`src/rtl/limit_order_book_matcher_assert.svh`:
```
// assertion macros shared by the order book rtl
// expects clk and arst_n in the scope where a macro is used
`ifndef LIMIT_ORDER_BOOK_MATCHER_ASSERT_SVH
`define LIMIT_ORDER_BOOK_MATCHER_ASSERT_SVH

// same-cycle implication
`define LOBM_ASSERT_IMP(lbl, ante, cons) \
	lbl: assert property (@(posedge clk) disable iff (!arst_n) (ante) |-> (cons)) \
		else $error("order book assertion failed");

// next-cycle implication
`define LOBM_ASSERT_NEXT(lbl, ante, cons) \
	lbl: assert property (@(posedge clk) disable iff (!arst_n) (ante) |=> (cons)) \
		else $error("order book assertion failed");

`endif

```
`src/rtl/lobm_ram.sv`:
```
// generic single write port, single read port ram with registered read
// no dependencies
module lobm_ram #(
	parameter int WIDTH = 8,
	parameter int DEPTH = 16
) (
	input  logic                     clk,
	input  logic                     we,
	input  logic [$clog2(DEPTH)-1:0] waddr,
	input  logic [WIDTH-1:0]         wdata,
	input  logic [$clog2(DEPTH)-1:0] raddr,
	output logic [WIDTH-1:0]         rdata
);
	logic [WIDTH-1:0] mem [DEPTH];

	always_ff @(posedge clk) begin
		if (we) begin
			mem[waddr] <= wdata;
		end
		rdata <= mem[raddr];
	end
endmodule

```
`config.mk`:
```
export PLATFORM = sky130hd
export DESIGN_NAME = lobm_ram
export DESIGN_NICKNAME = d
export VERILOG_FILES = /design/src/rtl/limit_order_book_matcher_assert.svh /design/src/rtl/lobm_ram.sv
export SDC_FILE = /design/constraint.sdc
export NUM_CORES = 1
export LEC_CHECK = 0
export BUFFER_PORTS_ARGS = -buffer_cell sky130_fd_sc_hd__buf_2
export CAP_MARGIN = 30
export CELL_PAD_IN_SITES_DETAIL_PLACEMENT = 2
export CELL_PAD_IN_SITES_GLOBAL_PLACEMENT = 2
export CORE_MARGIN = 2
export CORE_UTILIZATION = 37
export CTS_CLUSTER_SIZE = 14
export DETAILED_ROUTE_END_ITERATION = 16
export GPL_TIMING_DRIVEN = 0
export HOLD_SLACK_MARGIN = 0.06
export PLACE_DENSITY_LB_ADDON = 0.12
export SETUP_SLACK_MARGIN = 0.1
export SYNTH_ARGS = -nofsm -noshare
export SYNTH_HDL_FRONTEND = slang
export SYNTH_SLANG_ARGS = --single-unit
```
`constraint.sdc`:
```
create_clock -name clk -period 2.26 [get_ports clk]
set_clock_uncertainty 0.1 [all_clocks]
set_input_delay 0.113 -clock clk [delete_from_list [all_inputs] [get_ports clk]]
set_output_delay 0.113 -clock clk [all_outputs]
set_load 0.05 [all_outputs]
```
# After elaboration in Yosys (flattened, before gate mapping)
# Memories as Yosys holds them, arrays and structs flattened. A register that Yosys moved wholly into a read port is not among the register bits.
# Cells that the tools add are included.
# op_classes
muxes	2
# op_table
operator	count
$mux W1	2
# word_totals
reg_bits	0
out_inout_bits	8
elab_cells	3
inputBits	18
mem_count	1
ram_bits	128
# memory_table
memory	words	width	read_ports	rd_ports_with_merged_regs	write_ports	line	text
mem	16	8	1	1	1	lobm_ram.sv:14	logic [WIDTH-1:0] mem [DEPTH];

# Depth between registers and ports, before layout
# Gate-level depths: netlist of the first run.
# logic_depth
word_depth	2
mapped_depth	5

# Worst setup path after synthesis of the first run
# OpenSTA, ideal clock, no wires.
# synth_timing
path_type	input to register
startpoint	input port waddr[2]
endpoint	memory mem[0][0] (enable)
stages	2
t_required_ns	1.777
n_path_buf	0
t_arrival_ns	1.223
setup_slack_ns	0.554
path_cell_list	or3b_2 -> nor3_1
# synth_lines
element	line	text
start: declaration	lobm_ram.sv:9	input logic [$clog2(DEPTH)-1:0] waddr,
end: declaration	lobm_ram.sv:14	
# No word-level cell before the write port.

# Final worst setup path of the first run
# layout_timing
startpoint	input port waddr[2]
endpoint	memory mem[0][4] (enable)
# No word-level cell before the write port.

==> impl_metrics.tcl, run 1 <==
set metrics [dict create \
    outcome "finished, final reports clean" \
    synth_top_family_by_area "multiplexers" \
    chipWidth_um 122 \
    layoutNonFillerInstCount 477 \
    initial_core_util_pct 37.5 \
    drive_above_1_share_pct 29.3 \
    die_area_um2 14900 \
    drv_cap 0 \
    finalCriticalPeriod_ps 1630 \
    dpl.cell_count 437 \
    place_congestion 0.659 \
    worst_pin_slew_ps 878 \
    r2r-end "rdata[5]$_DFF_P_" \
    hold-path-cell-count 2 \
    ys_ff_latch 136 \
    min_from "waddr[0]" \
    clk_path_buf_depth 2 \
    synth_compound_area_share_pct 2.33 \
    syn_area_um2 5150 \
    antenna_found_initial 0 \
    port_buffers 24 \
    period_share_pct 72.0 \
    ff_latch_area_um2 4000 \
    hold_path_end "mem[0][5]$_DFFE_PP_" \
    arrival_ps 1650 \
    cts_tree "built" \
    ys_types 19 \
    num_vias 2468 \
    diodes 0 \
    dpl_cell_area_um2 5520 \
    p_leak_nw 2.10 \
    cts_resized 0 \
    grt_pass1_vias 2605 \
    synth.avg_cell_area_um2 22.5 \
    min_path_type "primary input to flip-flop" \
    crit_path_max_fanout 5 \
    cts_buffers 17 \
    dp_hpwl_um 7570 \
    power_density_nw_per_um2 970 \
    grt_usage_pct 17.9 \
    num_rows 43 \
    dieHeight_um 122 \
    design_area_um2 6210 \
    path_class "primary input to flip-flop" \
    layout_common_cells "128 x edfxtp_1, 28 x buf_2, 18 x mux4_2" \
    relSlewSlack_pct 41.2 \
    clk_pin_slew_ps 60 \
    synth_fa_ha_area_share_pct 0 \
    cp-start-kind "primary input" \
    mostFrequentLayoutCell "edfxtp_1" \
    clk_latency_ps 420 \
    multi_input_area_um2 1060 \
    clock-root-buffer "clkbuf_16" \
    rsz0062_at_grt "false" \
    drtIter0Drc 179 \
    synthXorXnorAreaFrac_pct 0 \
    postSynthCellCount 229 \
    core-area_um2 13700 \
    ir_drop_mv 0.499 \
    areaGrowthSynthToFinish_pct 20.6 \
    synth-simple-area-share_pct 3.18 \
    drv_slew 0 \
    reg2reg_from "mem[9][5]$_DFFE_PP_" \
    drc_errors 0 \
    synthMuxAreaShare_pct 15.0 \
    post_drt_wl_per_cell_um 25.2 \
    cp-end-kind "flip-flop" \
    cts_htree_levels 4 \
    worstPathRequired_ps 2280 \
    hold_violations 0 \
    grt_pass1_wl_um 17700 \
    fmax_mhz 614 \
    drt_wl_total_um 12000 \
    grt_max_degree 17 \
    ios 26 \
    ys_seq_area_share_pct 77.8 \
    avgViaCountPerCell 5.17 \
    cts_num_sinks 136 \
    reg2reg_slack_ps 640 \
    drtAntennaViolNets 0 \
    synth_warnings 0 \
    fillers 1257 \
    setup_viol 0 \
    synth_nets 247 \
    grt_overflow 0 \
    fin_nets 302 \
    fin_util_pct 45.3 \
    firstDrtPassIters 4 \
    rr_worst_depth 3 \
]
==> layer usage <==
metal	wire length [um]	global-route usage [%]	vias up
li1	-	-	1087
met1	5550	25.0	1311
met2	5830	27.2	51
met3	382	4.07	19
met4	249	7.76	0
met5	0	0	-
==> metrics by stage <==
step	power (mW)	hold slack [ps]	setup slack [ps]	TNS, ps
3_5_place_dp	3.23	440	195	0
6_report	6.02	91.7	633	0
2_1_floorplan	3.09	112	554	0
5_1_grt	6.21	99.3	565	0
4_1_cts	6.08	74.1	612	0
3_3_place_gp	3.21	421	-130	-1030
==> worst max-delay path, stage by stage <==
cell    delay [ps]
buf_2          110
or3b_2         550
nor3_1         560
buf_2          310
==> cell usage after synthesis <==
cell	number	area, um^2
edfxtp_1	128	3840
mux4_2	18	405
a22oi_1	16	120
mux4_1	14	368
nor2_1	13	48.8
nand2_1	9	33.8
dfxtp_1	8	160
nor3_1	4	20.0
buf_2	3	15.0
buf_6	3	33.8
clkdlybuf4s25_2	3	30.0
nand2b_1	2	12.5
nand3b_1	2	15.0
and2_1	1	6.26
and2b_1	1	7.51
buf_4	1	7.51
nand3_1	1	5.00
nor2b_1	1	6.26
or3b_2	1	8.76
==> what timing repair did <==
action | 4_1_cts | 5_1_grt
hold buffers | 8 | 0
buffers inserted | 0 | 0
hold endpoints to repair | 128 | 0
endpoints found under the setup margin | 0 | 0
==> flip-flops by register name, indices dropped and copies added (netlist names) <==
signal,count
mem,128
rdata,8
==> where the power goes <==
part / internal (mW) / leakage (nW) / switching [mW]
registers: 2.82 / 1.22 / 0.0146
logic: 0.123 / 0.570 / 0.229
clock network: 1.84 / 0.306 / 0.996
total: 4.78 / 2.10 / 1.24
==> cell type report <==
class,instances,area share [%]
multi-input combinational,83,17.0
buffer,10,1.39
sequential,136,64.5
timing repair buffer,36,3.67
clock buffer,23,7.86
clock inverter,9,1.93
tap,180,3.63
==> logic make-up (layout without fill, tap and decap cells) <==
group / after synthesis / in the layout
compound gates: 16 / 16
buf+inv: 10 / 78
flops: 136 / 136
mux: 32 / 32
simple gates: 35 / 35
==> how the worst max path moves through the flow <==
stage / endpoint / slack [ps] / depth (start not counted) / startpoint
floorplan: mem[0][0]$_DFFE_PP_ / 550 / 2 / waddr[2]
global placement: mem[0][7]$_DFFE_PP_ / -130 / 3 / waddr[2]
detailed placement: mem[0][7]$_DFFE_PP_ / 190 / 4 / waddr[2]
CTS: rdata[0]$_DFF_P_ / 610 / 3 / mem[5][0]$_DFFE_PP_
global route: mem[0][4]$_DFFE_PP_ / 560 / 4 / waddr[2]
finish: mem[0][4]$_DFFE_PP_ / 630 / 4 / waddr[2]
(Power assumes the default switching activity.)
==> run 2, diff against run 1 <==
==> constraint.sdc (replaced) <==
create_clock -name clk -period 1.7 [get_ports clk]
set_clock_uncertainty 0.1 [all_clocks]
set_input_delay 0.085 -clock clk [delete_from_list [all_inputs] [get_ports clk]]
set_output_delay 0.085 -clock clk [all_outputs]
set_load 0.05 [all_outputs]
==> impl_metrics.tcl, run 2 (same netlist as run 1, synthesis figures left out) <==
set metrics [dict create \
    outcome "finished, final reports clean" \
    post-place-ws_ps -264 \
    post_drt_wl_per_cell_um 24.3 \
    clock-root-buffer "clkbuf_16" \
    mostFrequentLayoutCell "edfxtp_1" \
    ff_latch_area_um2 4000 \
    hold_violations 0 \
    grt_use_met2_pct 27.3 \
    core-area_um2 13700 \
    fin_util_pct 45.3 \
    p_sw_mw 1.63 \
    switching_share_pct 20.5 \
    dieHeight_um 122 \
    cts_num_sinks 136 \
    firstDrtPassIters 4 \
    drv_slew 0 \
    drc_errors 0 \
    worstPathRequired_ps 1900 \
    power_mw 7.95 \
    diodes 0 \
    die_area_um2 14900 \
    slowest_stage "mux4_1" \
    cts_buffers 17 \
    fin_nets 302 \
    ir_drop_mv 0.730 \
    timing.critical_path.from "mem[5][3]$_DFFE_PP_" \
    hold-path-cell-count 2 \
    regMostFlops "mem" \
    crit_buf_inv 0 \
    rsz0062_at_grt "false" \
    slowest_delay_ps 570 \
    min_from "waddr[0]" \
    largest_reg_flops 128 \
    cp-end-kind "flip-flop" \
    cp.depth 3 \
    clk_latency_ps 420 \
    internal-power_mw 6.32 \
    path_class "flip-flop to flip-flop" \
    hold_path_end "mem[8][7]$_DFFE_PP_" \
    layoutNonFillerInstCount 477 \
    setup_viol 0 \
    cts_htree_levels 4 \
    p_leak_nw 2.09 \
    grt_pass1_vias 2629 \
    drv_cap 0 \
    design_area_um2 6220 \
    cp-start-kind "flip-flop" \
    setup_ws_ps 186 \
    num_rows 43 \
    r2r-end "rdata[3]$_DFF_P_" \
    drtIter0Drc 165 \
    gr-usage-met3_pct 4.63 \
    grt_overflow 0 \
    grt_max_degree 17 \
    areaGrowthSynthToFinish_pct 20.9 \
    num_vias 2433 \
    worst_pin_slew_ps 868 \
    power_density_nw_per_um2 1280 \
    multi_input_area_um2 1070 \
    clk_path_buf_depth 2 \
    initial_core_util_pct 37.5 \
    holdWs_ps 102 \
    finalCriticalPeriod_ps 1510 \
    drtAntennaViolNets 0 \
    grt_pass1_wl_um 17300 \
    fillers 1266 \
    pwr-share-comb_pct 5.9 \
    dpl_cell_area_um2 5520 \
    grt_usage_pct 17.4 \
    relSlewSlack_pct 41.9 \
    fmax_mhz 661 \
    cts_tree "built" \
    min_path_type "primary input to flip-flop" \
    grt-busiest-layer "met2" \
    drive_above_1_share_pct 29.3 \
    avgViaCountPerCell 5.10 \
    clk_pin_slew_ps 60 \
    chipWidth_um 122 \
    cp_cell_sequence "mux4_1 -> a22oi_1 -> nand2_1" \
    crit_path_max_fanout 1 \
    p_seq_share_pct 47.4 \
    ios 26 \
    cp_top_family "multiplexers" \
    reg.largest.list "mem x128, rdata x8" \
    port_buffers 24 \
    place_congestion 0.674 \
    finalSetupTns_ps 0 \
    reg2reg_from "mem[5][3]$_DFFE_PP_" \
    rr_worst_depth 3 \
    pwr-share-clk_pct 46.7 \
    dpl.cell_count 435 \
    reg2reg_slack_ps 190 \
    arrival_ps 1710 \
    drt_wl_total_um 11600 \
    period_share_pct 89.0 \
    layout_common_cells "128 x edfxtp_1, 27 x buf_2, 18 x mux4_2" \
    globalRouteMet1Util_pct 23.2 \
    dp_hpwl_um 7290 \
    antenna_found_initial 0 \
]
## run 2: worst max path at each step
stage                               end  slack (ps)
global placement    mem[8][1]$_DFFE_PP_        -440
detailed placement  mem[3][3]$_DFFE_PP_        -260
CTS                    rdata[0]$_DFF_P_         150
floorplan           mem[3][0]$_DFFE_PP_         250
finish                 rdata[3]$_DFF_P_         190
global route        mem[3][4]$_DFFE_PP_         110
## run 2: metal layers
layer	share of wire (%)	up-vias
li1	-	1086
met1	45	1283
met2	49	49
met3	4.3	15
met4	1.7	0
met5	0	-
## run 2: final cells by class
type / instances / share of cell area [%]
clock buffer: 22 / 7.62
buffer: 10 / 1.39
timing repair buffer: 36 / 3.78
sequential: 136 / 64.4
multi-input combinational: 83 / 17.2
clock inverter: 10 / 1.99
tap: 180 / 3.62
## run 2: timing repair
| item | in CTS | in global routing |
|---|---|---|
| setup endpoints to repair | 1 | 0 |
| hold endpoints to repair | 131 | 0 |
| hold buffers | 10 | 0 |
| setup buffers | 0 | 0 |
| gates resized for setup | 1 | 0 |
## run 2: power by group through the flow
| stage | sequential (mW) | clock [mW] | combinational, mW |
|---|---|---|---|
| finish | 3.77 | 3.71 | 0.467 |
| detailed placement | 3.84 | 0 | 0.455 |
| CTS | 3.77 | 3.78 | 0.477 |
| floorplan | 3.91 | 0 | 0.191 |
| global route | 3.78 | 3.89 | 0.502 |
| global placement | 3.83 | 0 | 0.442 |
==> run 3, diff against run 2 <==
--- a/config.mk
+++ b/config.mk
@@ -9,13 +9,13 @@
 export CAP_MARGIN = 30
 export CELL_PAD_IN_SITES_DETAIL_PLACEMENT = 2
 export CELL_PAD_IN_SITES_GLOBAL_PLACEMENT = 2
-export CORE_MARGIN = 2
-export CORE_UTILIZATION = 37
+export CORE_MARGIN = 1.5
+export CORE_UTILIZATION = 48
 export CTS_CLUSTER_SIZE = 14
 export DETAILED_ROUTE_END_ITERATION = 16
 export GPL_TIMING_DRIVEN = 0
 export HOLD_SLACK_MARGIN = 0.06
-export PLACE_DENSITY_LB_ADDON = 0.12
+export PLACE_DENSITY_LB_ADDON = 0.1
 export SETUP_SLACK_MARGIN = 0.1
 export SYNTH_ARGS = -nofsm -noshare
 export SYNTH_HDL_FRONTEND = slang
==> impl_metrics.tcl, run 3 (same netlist as run 1, synthesis figures left out) <==
set metrics [dict create \
    outcome "finished, final reports clean" \
    areaGrowthSynthToFinish_pct 20.2 \
    cts_htree_levels 4 \
    cp-start-kind "flip-flop" \
    drtIter0Drc 233 \
    drive_above_1_share_pct 31.2 \
    drv_slew 0 \
    power_density_nw_per_um2 1310 \
    p_leak_nw 2.09 \
    setup_viol 0 \
    dp_hpwl_um 7650 \
    grt_pass1_vias 2747 \
    cp_top_family "multiplexers" \
    min_path_type "primary input to flip-flop" \
    drv_cap 0 \
    relSlewSlack_pct 33.9 \
    fmax_mhz 629 \
    layout_common_cells "128 x edfxtp_1, 27 x buf_2, 19 x mux4_2" \
    reg.largest.list "mem x128, rdata x8" \
    dieHeight_um 107 \
    num_rows 37 \
    fillers 847 \
    die_area_um2 11400 \
    post-cts-setup-buffers 0 \
    dpl.cell_count 392 \
    ir_drop_mv 0.803 \
    clk_path_buf_depth 2 \
    num_vias 2578 \
    cts_hold_buffers 10 \
    antenna_found_initial 0 \
    drc_errors 0 \
    chipWidth_um 107 \
    cts_num_sinks 136 \
    path_class "flip-flop to flip-flop" \
    largest_reg_flops 128 \
    slowest_stage "mux4_2" \
    slowest_delay_ps 500 \
    cp_cell_sequence "mux4_2 -> a22oi_2 -> nand2_1" \
    cts_buffers 17 \
    core-area_um2 10400 \
    post_drt_wl_per_cell_um 31.3 \
    crit_buf_inv 0 \
    post-place-ws_ps -229 \
    drtAntennaViolNets 0 \
    arrival_ps 1870 \
    firstDrtPassIters 4 \
    avgViaCountPerCell 5.94 \
    grt_max_degree 17 \
    worstPathRequired_ps 1980 \
    diodes 0 \
    initial_core_util_pct 49.6 \
    finalCriticalPeriod_ps 1590 \
    fin_nets 303 \
    grt_pass1_wl_um 19800 \
    crit_path_max_fanout 1 \
    port_buffers 24 \
    clk_latency_ps 520 \
    ios 26 \
    layoutNonFillerInstCount 434 \
    grt_overflow 0 \
    hold_violations 0 \
    mostFrequentLayoutCell "edfxtp_1" \
    worst_pin_slew_ps 987 \
    cp-end-kind "flip-flop" \
    period_share_pct 93.5 \
    clock-root-buffer "clkbuf_8" \
    place_congestion 0.678 \
    setup_ws_ps 110 \
    clk_pin_slew_ps 70 \
    cts_tree "built" \
    regMostFlops "mem" \
    grt_usage_pct 26.3 \
    drt_wl_total_um 13600 \
    rsz0062_at_grt "false" \
]
==> run 3: path summary, 6_finish.rpt <==
path / depth (start not counted) / from / slack (ps) / end
worst max-delay path: 3 / mem[10][0]$_DFFE_PP_ / 110 / rdata[0]$_DFF_P_
worst min-delay path: 2 / waddr[0] / 20 / mem[8][7]$_DFFE_PP_
worst max register to register: 3 / mem[10][0]$_DFFE_PP_ / 110 / rdata[0]$_DFF_P_
worst min register to register: 3 / mem[8][1]$_DFFE_PP_ / 610 / rdata[1]$_DFF_P_
==> run 3: routing by layer <==
metal	routed length, um	GRT usage, %	up-vias
met1	6090	38.3	1397
met3	562	4.66	14
met2	6780	41.6	79
met4	139	7.43	0
met5	0	0	-
li1	-	-	1088
==> run 3: worst register-to-register path, stage by stage, from the launching register on <==
cell      delay (ps)
edfxtp_1         430
mux4_2           500
a22oi_2          280
nand2_1          140
==> run 3: power breakdown <==
part / switching, mW / leakage [nW] / total (mW) / internal (mW)
registers: 0.0265 / 1.22 / 3.77 / 3.75
logic: 0.320 / 0.574 / 0.488 / 0.168
clock network: 1.56 / 0.291 / 3.84 / 2.27
total: 1.91 / 2.09 / 8.10 / 6.19
==> run 3: stage by stage <==
step	hold slack, ps	area [um^2]	total power, mW	setup TNS [ps]	utilization (%)
2_1_floorplan	83.9	5150	4.10	0	-
3_3_place_gp	382	5440	4.27	-10230	52.5
3_5_place_dp	402	5470	4.30	-8020	52.7
4_1_cts	3.37	6180	8.14	0	59.6
5_1_grt	21.3	6190	8.28	0	59.7
6_report	21.0	6190	8.10	0	59.7
==> run 3: area by class of cell <==
type	count	area [um^2]	share of cell area, %
flip-flops and latches	136	4000	64.7
well taps	136	170	2.75
repair buffers	37	243	3.92
clock inverters	15	193	3.11
clock buffers	17	414	6.69
multi-input cells	83	1080	17.4
plain buffers	10	86.3	1.40
==> run 3: repair_timing <==
action | in CTS | in global routing
gates resized for setup | 3 | 2
setup endpoints to repair | 2 | 2
pin swaps | 0 | 1
hold endpoints to repair | 148 | 15
