File: config.mk
export PLATFORM = sky130hd
export DESIGN_NAME = lobm_level_cell
export DESIGN_NICKNAME = d
export VERILOG_FILES = /design/src/rtl/limit_order_book_matcher_assert.svh /design/src/rtl/lobm_pkg.sv /design/src/rtl/lobm_level_cell.sv
export SDC_FILE = /design/constraint.sdc
export NUM_CORES = 1
export LEC_CHECK = 0
export BUFFER_PORTS_ARGS = -buffer_cell sky130_fd_sc_hd__buf_4
export CAP_MARGIN = 0
export CORE_MARGIN = 5
export CORE_UTILIZATION = 38
export DETAILED_ROUTE_END_ITERATION = 8
export GPL_TIMING_DRIVEN = 0
export HOLD_SLACK_MARGIN = 0.05
export PLACE_DENSITY = 0.74
export SYNTH_ARGS = -nofsm -noshare
export SYNTH_HDL_FRONTEND = slang
export SYNTH_SLANG_ARGS = --single-unit
File: constraint.sdc
create_clock -name clk -period 1.9 [get_ports clk]
set_clock_uncertainty 0.1 [all_clocks]
set_input_delay 0.38 -clock clk [delete_from_list [all_inputs] [get_ports clk]]
set_output_delay 0.38 -clock clk [all_outputs]
set_load 0.03 [all_outputs]
File: src/rtl/limit_order_book_matcher_assert.svh
// assertion macros shared by the order book rtl
// expects clk and arst_n in the scope where a macro is used
`ifndef LIMIT_ORDER_BOOK_MATCHER_ASSERT_SVH
`define LIMIT_ORDER_BOOK_MATCHER_ASSERT_SVH

// same-cycle implication
`define LOBM_ASSERT_IMP(lbl, ante, cons) \
	lbl: assert property (@(posedge clk) disable iff (!arst_n) (ante) |-> (cons)) \
		else $error("order book assertion failed");

// next-cycle implication
`define LOBM_ASSERT_NEXT(lbl, ante, cons) \
	lbl: assert property (@(posedge clk) disable iff (!arst_n) (ante) |=> (cons)) \
		else $error("order book assertion failed");

`endif

File: src/rtl/lobm_pkg.sv
// shared types and constants of the order book matcher
// no dependencies
package lobm_pkg;

	localparam int ID_W        = 10;
	localparam int PRICE_W     = 8;
	localparam int QTY_W       = 32;
	localparam int KIND_W      = 3;
	localparam int OP_W        = 2;
	// price width carried on the level cell chain, covers the largest book
	localparam int LVL_PRICE_W = 16;
	localparam int CELL_LEVELS = 16;
	localparam int CELL_LW     = 4;

	localparam logic [OP_W-1:0] OP_BUY    = 2'd0;
	localparam logic [OP_W-1:0] OP_SELL   = 2'd1;
	localparam logic [OP_W-1:0] OP_CANCEL = 2'd2;
	localparam logic [OP_W-1:0] OP_BAD    = 2'd3;

	localparam logic [KIND_W-1:0] EV_FILL      = 3'd0;
	localparam logic [KIND_W-1:0] EV_RESTED    = 3'd1;
	localparam logic [KIND_W-1:0] EV_DONE      = 3'd2;
	localparam logic [KIND_W-1:0] EV_CANCELLED = 3'd3;
	localparam logic [KIND_W-1:0] EV_UNKNOWN   = 3'd4;
	localparam logic [KIND_W-1:0] EV_DUPLICATE = 3'd5;
	localparam logic [KIND_W-1:0] EV_CAP       = 3'd6;

	typedef struct packed {
		logic [OP_W-1:0]    opcode;
		logic [ID_W-1:0]    order_id;
		logic [PRICE_W-1:0] limit_price;
		logic               is_market;
		logic [QTY_W-1:0]   order_quantity;
	} order_t;

	typedef struct packed {
		logic [KIND_W-1:0]  event_kind;
		logic [ID_W-1:0]    maker_id;
		logic [PRICE_W-1:0] trade_price;
		logic [QTY_W-1:0]   trade_quantity;
		logic [QTY_W-1:0]   remaining_quantity;
		logic               last_event;
	} event_t;

	// broadcast write of one level flag
	typedef struct packed {
		logic                   en;
		logic                   side;
		logic [LVL_PRICE_W-1:0] price;
		logic                   val;
	} flag_wr_t;

	// best levels handed along the cell chain
	typedef struct packed {
		logic                   buy_found;
		logic [LVL_PRICE_W-1:0] buy_price;
		logic                   sell_found;
		logic [LVL_PRICE_W-1:0] sell_price;
	} best_t;

endpackage

File: src/rtl/lobm_level_cell.sv
// one cell of the price level chain: sixteen buy and sixteen sell nonempty flags
// depends on lobm_pkg
module lobm_level_cell import lobm_pkg::*; #(
	parameter int IDX = 0
) (
	input  logic                   clk,
	input  logic                   arst_n,
	input  flag_wr_t               wr,
	input  best_t                  best_in,
	output best_t                  best_out,
	output logic [CELL_LEVELS-1:0] buy_flags,
	output logic [CELL_LEVELS-1:0] sell_flags
);
	logic [CELL_LEVELS-1:0] buy_q;
	logic [CELL_LEVELS-1:0] sell_q;
	best_t                  local_b;
	best_t                  best_q;
	logic                   hit;

	assign hit = wr.en &&
		(wr.price[LVL_PRICE_W-1:CELL_LW] == (LVL_PRICE_W-CELL_LW)'(IDX));

	always_ff @(posedge clk or negedge arst_n) begin
		if (!arst_n) begin
			buy_q  <= '0;
			sell_q <= '0;
		end else if (hit) begin
			if (wr.side) begin
				sell_q[wr.price[CELL_LW-1:0]] <= wr.val;
			end else begin
				buy_q[wr.price[CELL_LW-1:0]] <= wr.val;
			end
		end
	end

	// highest buy and lowest sell inside this cell
	always_comb begin
		local_b = '0;
		for (int j = 0; j < CELL_LEVELS; j++) begin
			if (buy_q[j]) begin
				local_b.buy_found = 1'b1;
				local_b.buy_price = {(LVL_PRICE_W-CELL_LW)'(IDX), CELL_LW'(j)};
			end
		end
		for (int j = CELL_LEVELS - 1; j >= 0; j--) begin
			if (sell_q[j]) begin
				local_b.sell_found = 1'b1;
				local_b.sell_price = {(LVL_PRICE_W-CELL_LW)'(IDX), CELL_LW'(j)};
			end
		end
	end

	// cells run from low to high prices: higher buy wins, lower sell wins
	always_ff @(posedge clk or negedge arst_n) begin
		if (!arst_n) begin
			best_q <= '0;
		end else begin
			if (local_b.buy_found) begin
				best_q.buy_found <= 1'b1;
				best_q.buy_price <= local_b.buy_price;
			end else begin
				best_q.buy_found <= best_in.buy_found;
				best_q.buy_price <= best_in.buy_price;
			end
			if (best_in.sell_found) begin
				best_q.sell_found <= 1'b1;
				best_q.sell_price <= best_in.sell_price;
			end else begin
				best_q.sell_found <= local_b.sell_found;
				best_q.sell_price <= local_b.sell_price;
			end
		end
	end

	assign best_out   = best_q;
	assign buy_flags  = buy_q;
	assign sell_flags = sell_q;
endmodule

# --- After elaboration in Yosys (flattened, before gate mapping) ---
# Cells that the tools add are included.
# W data, S select, Z words.
totals:
  reg_bits: 66
  out_inout_bits: 66
  word_cells: 52
classes:
  magnitude_cmp: 2
  n_mux: 38
  bitwise: 1
  reduce_logical: 5
op_table:
  columns: ["operator", "count"]
  rows:
  - ["$mux W17", 34]
  - ["$bwmux W16", 2]
  - ["$logic_not A12 Y1", 1]
  - ["$lt A4 B5 Y1 const B", 1]
  - ["$demux W1 S4", 1]
  - ["$ge A4 B1 Y1 const B", 1]
  - ["$reduce_and A2 Y1", 2]
  - ["$logic_and A1 B1 Y1", 2]
  - ["$mux W1", 1]
  - ["$not A1 Y1", 1]

# --- Longest topological paths before layout ---
# Gate-level depths: netlist of run 1.
depth:
  ltp_word: 17
  mapped_depth: 7

# --- Worst setup path after synthesis of run 1 ---
# No wires, ideal clock.
synth_timing:
  path_type: "input port to flip-flop"
  startpoint: "input wr[13] (netlist name)"
  endpoint: "register buy_q[13], in the netlist buy_flags[13]"
  setup_time_ns: 0.128
  arrival_ns: 1.702
  setup_slack_ns: -0.029
  cell_stages: 7
  n_path_buf: 2
  cell_sequence: "nor3_1 > nand4_4 > nand2b_4 > buf_6 > buf_6 > nor3_2 > mux2_1"
synth_via:
  elab_chain_len: 3
synth_lines:
  columns: ["element", "line", "source"]
  rows:
  - ["from (decl)", "lobm_level_cell.sv:8", "input flag_wr_t wr,"]
  - ["$logic_not A12 Y1", "lobm_level_cell.sv:21", "(wr.price[LVL_PRICE_W-1:CELL_LW] == (LVL_PRICE_W-CELL_LW)'(IDX));"]
  - ["$logic_and A1 B1 Y1", "lobm_level_cell.sv:20", "assign hit = wr.en &&"]
  - ["$reduce_and A2 Y1 (no source line)", null, null]
  - ["to (signal, indexed assignment)", "lobm_level_cell.sv:31", "buy_q[wr.price[CELL_LW-1:0]] <= wr.val;"]
  - ["to (decl)", "lobm_level_cell.sv:14", "logic [CELL_LEVELS-1:0] buy_q;"]
# No other way between the ends.
# A chain may end at the register's enable or synchronous reset.

# --- Final worst setup path of run 1 ---
layout_timing:
  startpoint: "register buy_q[0], in the netlist buy_flags[0]"
  endpoint: "register best_q, in the netlist best_out[23]"
layout_via:
  elab_chain_len: 17
layout_lines:
  columns: ["element", "line", "source"]
  rows:
  - ["$mux W17 (16 in series)", "lobm_level_cell.sv:40", "if (buy_q[j]) begin"]
  - ["$mux W17", "lobm_level_cell.sv:58", "if (local_b.buy_found) begin"]
  - ["to (decl)", "lobm_level_cell.sv:17", "best_t best_q;"]
# No other way between the ends.

==> results.md, run 1 <==
- RSZ-0062 raised after global routing: false
- Synth warnings: 0
- Die height: 98.9 µm
- HP Start: best_in[33]
- Switching Fraction: 24.4%
- CTS tree: yes
- Root Buffer: clkbuf_8
- Die width: approximately 100 µm
- Antenna-violating nets left: 0
- Cell variety after synth: 38
- Syn Area/Cell: around 12 µm²
- Initial antenna violation count: 0
- Setup crit end kind: flop
- Fin Hold WS: about 0.14 ns
- Io pins: 121
- Reg2reg start: buy_flags[0]
- Synth Register Bits: 66
- Number of fillers in the final layout: 674
- Crit-path max FO: 10
- Global-route usage over all layers: about 15%
- Critical Path AT: 1.95 ns
- Status: finished clean
- Fin crit share: 93.6%
- Gpl congestion: 0.817
- First-pass GRT wire length: roughly 12000 µm
- Via-per-instance ratio: between 4 and 5
- FMAX: 562 MHz
- Peak supply drop: 0.000319 V
- Commonest non-fill, non-tap cell in the layout: buf_4
- ANT cells: 0
- Internal power: 2.26 mW
- Detailed Route Iter0 Violations: 87
- Vias in the first global route: approximately 2400
- Slew @ Worst Pin: ~0.81 ns
- Final setup violation count: 0
- CP Launch Type: flop
- Hold Vio Cnt, Final: 0
- TritonCTS Buffers: 9
- GRT Residual Overflow: 0
- WL per Instance: 14.9 µm
- Syn Inst Count: roughly 250
- H-tree levels: 3
- Seq/Total Area, Yosys: 55.0%
- DRT Pass-1 Iters: 4
- Layout net count: 439
- Most frequent cells in the layout: buf_4 (119), dfrtp_1 (66), and2_1 (24), mux2_2 (23), nor2_1 (15)
- Seq pwr share: 48.6%
- Worst Path Required: 2.07 ns
- Share of cells above drive strength 1: a little under half
- Largest net degree at the start of global routing: 67
- Path depth of the worst reg2reg path: 4
- Area Growth Syn to Fin: 42.1%
- Relative slew slack: 45.8%
- Mapped Area: 0.00301 mm²
- PD cells: 699 mW/mm²
- Net Count, Synth: 308
- Hold path cells: 2
- Post-DP HPWL: 5510 µm
- PortBufs: 115
- Setup CP Type: reg -> reg
- Hold Path Class: in -> reg
- Via count: 2387
- R2r setup slk: 0.12 ns
- Clk sinks: 66
- DRC viols: 0
- Leakage Power: 2.08 nW
- Worst-case clock buffer depth: 2
- Maxcap violations: 0
- Clock power frac: 39.7%
- Post-layout min period: 1.78 ns
- Clock transition at the registers of the reported paths: roughly 0.070 ns
- Pwr Total: 2.99 mW
- Worst skew pair latency: 0.33 ns
- Routed WL: 7330 µm
- FF-to-FF End: best_out[23]
- Starting density of the core: 38.9%
- Max Slew Vio Count: 0
- NetSw: 729 µW
- Area of the core: 0.00773 mm²
- Die area: 0.00979 mm²
- Comb pwr share: 11.8%
- Hold Crit Endpoint: best_out[33]
- Rows: 32
==> worst max-delay path by stage <==
| stage | start | endpoint | cells past startpoint |
|---|---|---|---|
| after floorplan | wr[7] | buy_flags[13] | 7 |
| after global placement | wr[12] | buy_flags[5] | 8 |
| after detailed placement | wr[7] | buy_flags[3] | 7 |
| after CTS | buy_flags[1] | best_out[23] | 4 |
| after global routing | buy_flags[1] | best_out[23] | 4 |
| final | buy_flags[0] | best_out[23] | 4 |
==> power groups by stage <==
stage / Combinational [mW] / Sequential, mW / Clock (mW)
after floorplan: 0.0833 / 1.56 / 0
after global placement: 0.348 / 1.48 / 0
after detailed placement: 0.354 / 1.48 / 0
after CTS: 0.356 / 1.45 / 1.22
after global routing: 0.381 / 1.45 / 1.28
final: 0.351 / 1.45 / 1.19
==> state kept, by name (all words and copies together) (netlist names) <==
register and cells:
best_out 34, sell_flags 16, buy_flags 16
==> area by class of cell <==
class                      instances  area, µm²  share of cell area (%)
buffer                            12       65.1                    1.52
clock buffer                      11        151                    3.54
clock inverter                     5       52.6                    1.23
inverter                           6       22.5                   0.527
multi-input combinational        169       1300                    30.4
sequential                        66       1650                    38.7
tap                              102        128                    2.99
timing repair buffer             120        903                    21.1
==> what timing repair did <==
item | in CTS | in global routing
hold buffers | 1 | 0
setup endpoints to repair | 11 | 13
pin swaps | 1 | 2
gates resized for setup | 3 | 1
setup buffers | 0 | 4
hold endpoints to repair | 3 | 0
==> worst max-delay path: stages, from the launching register on <==
cell      delay, ns
dfrtp_1        0.40
or4_4          0.59
nor3_4         0.27
clkbuf_2       0.22
and2_1         0.14
==> through the flow <==
step	instances	utilization [%]	setup WS (ns)	instance area [µm²]	setup TNS, ns
floorplan	253	-	-0.0281	3010	-0.267
global placement	470	51.8	-0.270	4010	-5.24
detailed placement	470	51.8	-0.370	4010	-5.31
CTS	487	54.8	0.0486	4240	0
global route	491	55.3	0.0122	4270	0
finish	491	55.3	0.121	4270	0
==> per-layer routing <==
| metal | vias to the layer above | routed length, µm | track usage [%] |
|---|---|---|---|
| met1 | 1143 | 3020 | 18.5 |
| met2 | 74 | 3640 | 24.9 |
| met5 | - | 0 | 0 |
| met4 | 0 | 82 | 5.67 |
| met3 | 9 | 591 | 5.17 |
| li1 | 1161 | - | - |
==> cell usage after synthesis <==
cell / n / share of area (%)
clkinv_1: 1 / 0.12
nor2b_1: 6 / 1.2
and2_1: 24 / 5.0
mux2_2: 23 / 8.6
o21bai_1: 1 / 0.25
or4_1: 2 / 0.50
a211oi_1: 2 / 0.50
nor4_2: 4 / 1.7
nor4_1: 11 / 2.3
nand3b_1: 1 / 0.25
clkbuf_2: 1 / 0.17
nor4b_4: 1 / 0.79
nor4_4: 1 / 0.71
nor2_2: 1 / 0.21
o41ai_1: 1 / 0.29
a311oi_1: 1 / 0.29
buf_6: 2 / 0.75
a21o_1: 1 / 0.25
a21oi_1: 6 / 1.0
nor2_1: 15 / 1.9
nand2b_4: 1 / 0.46
o31ai_1: 2 / 0.50
a2111oi_0: 1 / 0.29
nand2_1: 9 / 1.1
nand4_4: 1 / 0.71
a22o_1: 2 / 0.58
nand3_1: 9 / 1.5
o31a_1: 1 / 0.29
o21ai_0: 6 / 1.0
nor3_2: 10 / 3.3
clkbuf_1: 9 / 1.1
a221o_1: 1 / 0.33
nand2b_1: 7 / 1.5
nor3_1: 7 / 1.2
nand4_1: 2 / 0.42
mux2_1: 9 / 3.4
inv_1: 5 / 0.62
dfrtp_1: 66 / 55
==> kinds of logic after synthesis <==
kind of cell	Yosys count	share of synthesized area (%)
simple gates	112	24.7
compound gates	25	5.58
flops	66	55.0
buf+inv	18	2.79
mux	32	12.0
No activity file was read; power rests on OpenSTA's default activity.
==> run 2, diff against run 1 <==
--- a/config.mk
+++ b/config.mk
@@ -5,7 +5,7 @@
 export SDC_FILE = /design/constraint.sdc
 export NUM_CORES = 1
 export LEC_CHECK = 0
-export BUFFER_PORTS_ARGS = -buffer_cell sky130_fd_sc_hd__buf_4
+export BUFFER_PORTS_ARGS = -buffer_cell sky130_fd_sc_hd__buf_2
 export CAP_MARGIN = 0
 export CORE_MARGIN = 5
 export CORE_UTILIZATION = 38
==> results.md, run 2 (same netlist as run 1, synthesis figures left out) <==
- R2r setup slk: roughly 0.13 ns
- Crit-path max FO: 10
- GRT met3 Usage: 5.73%
- Maxcap violations: 0
- Max Slew Vio Count: 0
- Gpl congestion: 0.861
- Non-Filler Instances: roughly 500
- Number of fillers in the final layout: 710
- Via-per-instance ratio: 4.89
- CTS tree: yes
- Worst-case clock buffer depth: 2
- Clock transition at the registers of the reported paths: about 0.07 ns
- Layout net count: 436
- Root Buffer: clkbuf_8
- Vias in the first global route: 2427
- PortBufs: 115
- GR Util met2: about a quarter
- Area Growth Syn to Fin: 30.2%
- Clock power frac: a little over a third
- H-tree levels: 3
- Antenna-violating nets left: 0
- Fin Hold WS: 0.0232 ns
- Clk sinks: 66
- Initial antenna violation count: 0
- Hold Path Class: in -> async
- Largest net degree at the start of global routing: 67
- Switching Fraction: 25.8%
- Peak supply drop: 0.000315 V
- PD cells: 698 mW/mm²
- Fin crit share: 93.1%
- Share of cells above drive strength 1: 46.4%
- Met1 Resource Use GR: 18.2%
- Final setup violation count: 0
- Slew @ Worst Pin: 0.817 ns
- Rows: 32
- Reg2reg start: buy_flags[0]
- Setup crit end kind: flop
- Worst skew pair latency: 0.33 ns
- DRC viols: 0
- Global-route usage over all layers: 14.8%
- Most frequent cells in the layout: buf_2 (114), dfrtp_1 (66), and2_1 (24), mux2_2 (23), nor2_1 (15)
- TritonCTS Buffers: 9
- Placement Cell Area: 0.00372 mm²
- Hold Vio Cnt, Final: 0
- RSZ-0062 raised after global routing: false
- NetSw: 704 µW
- Die height: slightly below 100 µm
- Leakage Power: 1.99 nW
- FMAX: 565 MHz
- Grt peak-use layer: met2
- First-pass GRT wire length: 11600 µm
- Post-route cell area: 0.00391 mm²
- Setup CP Type: reg -> reg
- Die width: just under 100 µm
- ANT cells: 0
- WL per Instance: 14.5 µm
- DRT Pass-1 Iters: 4
- Critical Path AT: 1.93 ns
- Setup TNS Final: 0 ns
- Path depth of the worst reg2reg path: 4
- Routed WL: between 7000 and 8000 µm
- Post-layout min period: 1.77 ns
- Internal power: between 2 and 2.5 mW
- Max reg flops: 34
- Io pins: 121
- Cells after DPL: 470
- Relative slew slack: 45.5%
- Detailed Route Iter0 Violations: 140
- Status: finished clean
- GRT Residual Overflow: 0
- Area of the core: 0.00773 mm²
- Via count: 2375
- Worst Path Required: 2.06 ns
- Die area: 0.00979 mm²
- Starting density of the core: roughly 39%
- CP Launch Type: flop
- FF-to-FF End: best_out[23]
- Seq pwr share: a little over half
- Commonest non-fill, non-tap cell in the layout: buf_2
- Comb pwr share: 11.0%
- Post-DP HPWL: between 5000 and 6000 µm
## run 2: cell count changes in the layout (fill, tap and decap cells not counted)
cell and delta:
bufinv_16 -1, clkbuf_1 +1, clkbuf_8 -1, buf_2 +114
dlygate4sd3_1 -1, or4_4 -1, or4_1 +1, clkinv_2 -1
buf_4 -116
## run 2: routing by layer
metal  vias to the layer above  share of wire (%)
met5                         -                  0
met4                         0                1.2
met3                         7                8.2
met2                        79                 48
met1                      1133                 42
li1                       1156                  -
## run 2: stage by stage
stage | setup slack [ns] | power [mW] | utilization [%]
after floorplan | -0.0281 | 1.64 | -
after global placement | -0.264 | 1.77 | 48.1
after detailed placement | -0.309 | 1.78 | 48.1
after CTS | 0.0556 | 2.77 | 50.4
after global routing | 0.00805 | 2.87 | 50.6
final | 0.131 | 2.73 | 50.6
## run 2: what timing repair did
action / in CTS / in global routing
pin swaps: 1 / 1
endpoints found under the hold margin: 0 / 0
hold buffers: 0 / 0
endpoints found under the setup margin: 10 / 17
resized for setup: 1 / 2
buffers inserted: 1 / 1
## run 2: layout make-up
class	count	area (µm²)	share of cell area, %
multi-input cells	169	1290	33.1
flip-flops and latches	66	1650	42.2
clock inverters	3	17.5	0.448
inverters	6	22.5	0.576
plain buffers	12	65.1	1.66
well taps	102	128	3.26
repair buffers	117	593	15.2
clock buffers	11	141	3.61
## run 2: how the worst max path moves through the flow
stage,from,endpoint,cells past startpoint
floorplan,wr[7],buy_flags[13],7
global placement,wr[12],buy_flags[5],8
detailed placement,wr[12],buy_flags[3],7
CTS,wr[12],buy_flags[3],7
global route,buy_flags[12],best_out[27],5
finish,buy_flags[0],best_out[23],4
## run 2: power by group through the flow
stage | logic, mW | registers, mW | clock network (mW)
4_1_cts | 0.304 | 1.45 | 1.02
3_5_place_dp | 0.303 | 1.48 | 0
2_1_floorplan | 0.0833 | 1.56 | 0
3_3_place_gp | 0.297 | 1.47 | 0
6_report | 0.299 | 1.45 | 0.984
5_1_grt | 0.328 | 1.45 | 1.09
## run 2: critical path, stage by stage, from the launching register on
cell      delay (ns)
dfrtp_1         0.40
or4_1           0.65
nor3_4          0.20
clkbuf_2        0.21
and2_1          0.14
==> run 3, diff against run 2 <==
--- a/config.mk
+++ b/config.mk
@@ -11,8 +11,8 @@
 export CORE_UTILIZATION = 38
 export DETAILED_ROUTE_END_ITERATION = 8
 export GPL_TIMING_DRIVEN = 0
-export HOLD_SLACK_MARGIN = 0.05
 export PLACE_DENSITY = 0.74
+export SETUP_SLACK_MARGIN = 0.4
 export SYNTH_ARGS = -nofsm -noshare
 export SYNTH_HDL_FRONTEND = slang
 export SYNTH_SLANG_ARGS = --single-unit
==> results.md, run 3 (same netlist as run 1, synthesis figures left out) <==
- Die height: 98.9 µm
- Reg2reg start: buy_flags[3]
- Worst Path Required: about 2 ns
- Multi-input logic area: 0.00157 mm²
- Core Util, Final: 58.1%
- PD cells: 643 mW/mm²
- RSZ-0062 raised after global routing: true
- Worst skew pair latency: 0.33 ns
- Clk sinks: 66
- Path depth of the worst reg2reg path: 4
- Worst path max stage delay: 0.31 ns
- Most frequent cells in the layout: buf_2 (99), dfrtp_1 (47), and2_1 (23), mux2_2 (21), dfrtp_2 (19)
- Global-route usage over all layers: ~16%
- Layout net count: 452
- DRC viols: 0
- Storage cell area: 0.00168 mm²
- Gpl congestion: just over 0.8
- Routed metal-1 wirelength: 3200 µm
- Share of cells above drive strength 1: 62.3%
- Seq pwr share: 50.2%
- Comb pwr share: between 10% and 20%
- DP Worst Slack: -0.317 ns
- Clock power frac: 38.3%
- Setup crit end kind: flop
- FF-to-FF End: best_out[26]
- Final setup violation count: 0
- Worst path slowest cell: nor4b_4
- Largest net degree at the start of global routing: 67
- Post-DP HPWL: 5440 µm
- Critical Path AT: 1.86 ns
- Non-Filler Instances: 503
- Status: finished clean
- DRT Pass-1 Iters: 5
- Leakage Power: 2.23 nW
- Maxcap violations: 0
- Number of fillers in the final layout: roughly 640
- Hold Vio Cnt, Final: 0
- Crit-path max FO: 8
- Initial antenna violation count: 0
- WL met3: 637 µm
- Root Buffer: clkbuf_8
- Area of the core: around 0.0077 mm²
- NetSw: 706 µW
- Starting density of the core: 38.9%
- Fin crit share: 92.4%
- Max Slew Vio Count: 0
- FMAX: approximately 570 MHz
- Hold_buf cts: 0
- Worst-case clock buffer depth: 2
- Relative slew slack: roughly 47%
- Antenna-violating nets left: 0
- H-tree levels: 3
- Post-layout min period: between 1.5 and 2 ns
- Critical-path cell list: buf_6 -> nor4b_4 -> nand4_4 -> nand2b_4 -> buf_8 -> buf_12 -> nor3_4 -> mux2_4
- Commonest non-fill, non-tap cell in the layout: buf_2
- R2r setup slk: 0.20 ns
- Met2 wire length: 3860 µm
- Hold Path Class: in -> async
- Die width: 98.9 µm
- PortBufs: 115
- TritonCTS Buffers: 9
- Max reg flops: 34
- Routed WL: 7850 µm
- Vias in the first global route: 2607
- Die area: 0.00979 mm²
- Uppermost layer routed: met4
- Switching Fraction: 24.5%
- Detailed Route Iter0 Violations: 88
- Cells after DPL: 470
- Setup WS post-layout: 0.143 ns
- First-pass GRT wire length: 12600 µm
- Worst setup path startpoint: wr[14]
- Io pins: 121
- Via count: roughly 2500
- Rows: 32
- Pwr Total: 2.89 mW
- Setup CP Type: in -> reg
- WL per Instance: about 16 µm
- CTS tree: yes
- Clock transition at the registers of the reported paths: 0.06 ns
- Internal power: 2.18 mW
- Area Growth Syn to Fin: 49.4%
- GRT Residual Overflow: 0
- Peak supply drop: 0.000297 V
- Slew @ Worst Pin: 0.797 ns
- CP Launch Type: input port
- ANT cells: 0
- Via-per-instance ratio: 4.95
-- run 3: changes by cell type in the layout (fill, tap and decap cells not counted), moves of 4 or more --
| cell | change |
|---|---|
| mux2_4 | +11 |
| nor3_2 | -6 |
| nor4_1 | -7 |
| dfrtp_1 | -19 |
| dfrtp_2 | +19 |
| nor4_4 | +5 |
| mux2_1 | -9 |
| buf_2 | -15 |
| clkbuf_4 | +4 |
| buf_6 | +15 |
| buf_4 | +9 |
| nor3_4 | +8 |
-- run 3: power by group through the flow --
stage / sequential, mW / clock [mW] / combinational (mW)
2_1_floorplan: 1.56 / 0 / 0.0844
3_3_place_gp: 1.47 / 0 / 0.298
3_5_place_dp: 1.48 / 0 / 0.304
4_1_cts: 1.45 / 1.13 / 0.327
5_1_grt: 1.45 / 1.22 / 0.360
6_report: 1.45 / 1.11 / 0.331
-- run 3: per-layer routing --
metal,up-vias,global-route usage (%)
li1,1192,-
met1,1191,18.7
met2,96,26.7
met3,12,6.30
met4,0,5.99
met5,-,0
-- run 3: worst max-delay path by stage --
stage | to | slack (ns)
after floorplan | buy_flags[13] | -0.03
after global placement | buy_flags[2] | -0.28
after detailed placement | buy_flags[3] | -0.32
after CTS | best_out[18] | 0.18
after global routing | buy_flags[7] | 0.10
final | buy_flags[7] | 0.14
-- run 3: metrics by stage --
| step | setup TNS [ns] | cell area (µm²) | hold WS (ns) |
|---|---|---|---|
| after detailed placement | -5.22 | 3760 | 0.416 |
| after floorplan | -0.269 | 3060 | -0.0156 |
| final | 0 | 4490 | 0.0349 |
| after global placement | -4.55 | 3760 | 0.427 |
| after CTS | 0 | 4250 | 0.0608 |
| after global routing | 0 | 4490 | 0.113 |
-- run 3: worst max-delay path: cells and delay by family --
kind | cells | cell delay (ns)
simple gates | 4 | 0.78
buf+inv | 3 | 0.38
mux | 1 | 0.31
-- run 3: area by class of cell --
| type | instances | share of cell area [%] |
|---|---|---|
| buffer | 12 | 1.95 |
| clock buffer | 12 | 3.23 |
| inverter | 6 | 0.585 |
| multi-input combinational | 170 | 34.9 |
| clock inverter | 3 | 0.892 |
| timing repair buffer | 132 | 18.3 |
| tap | 102 | 2.84 |
| sequential | 66 | 37.3 |
-- run 3: repair_timing --
action                                  4_1_cts  5_1_grt
setup buffers                                10        6
resized for setup                            43       56
cloned                                        1        1
pin swaps                                     8        8
endpoints found under the setup margin       52       68
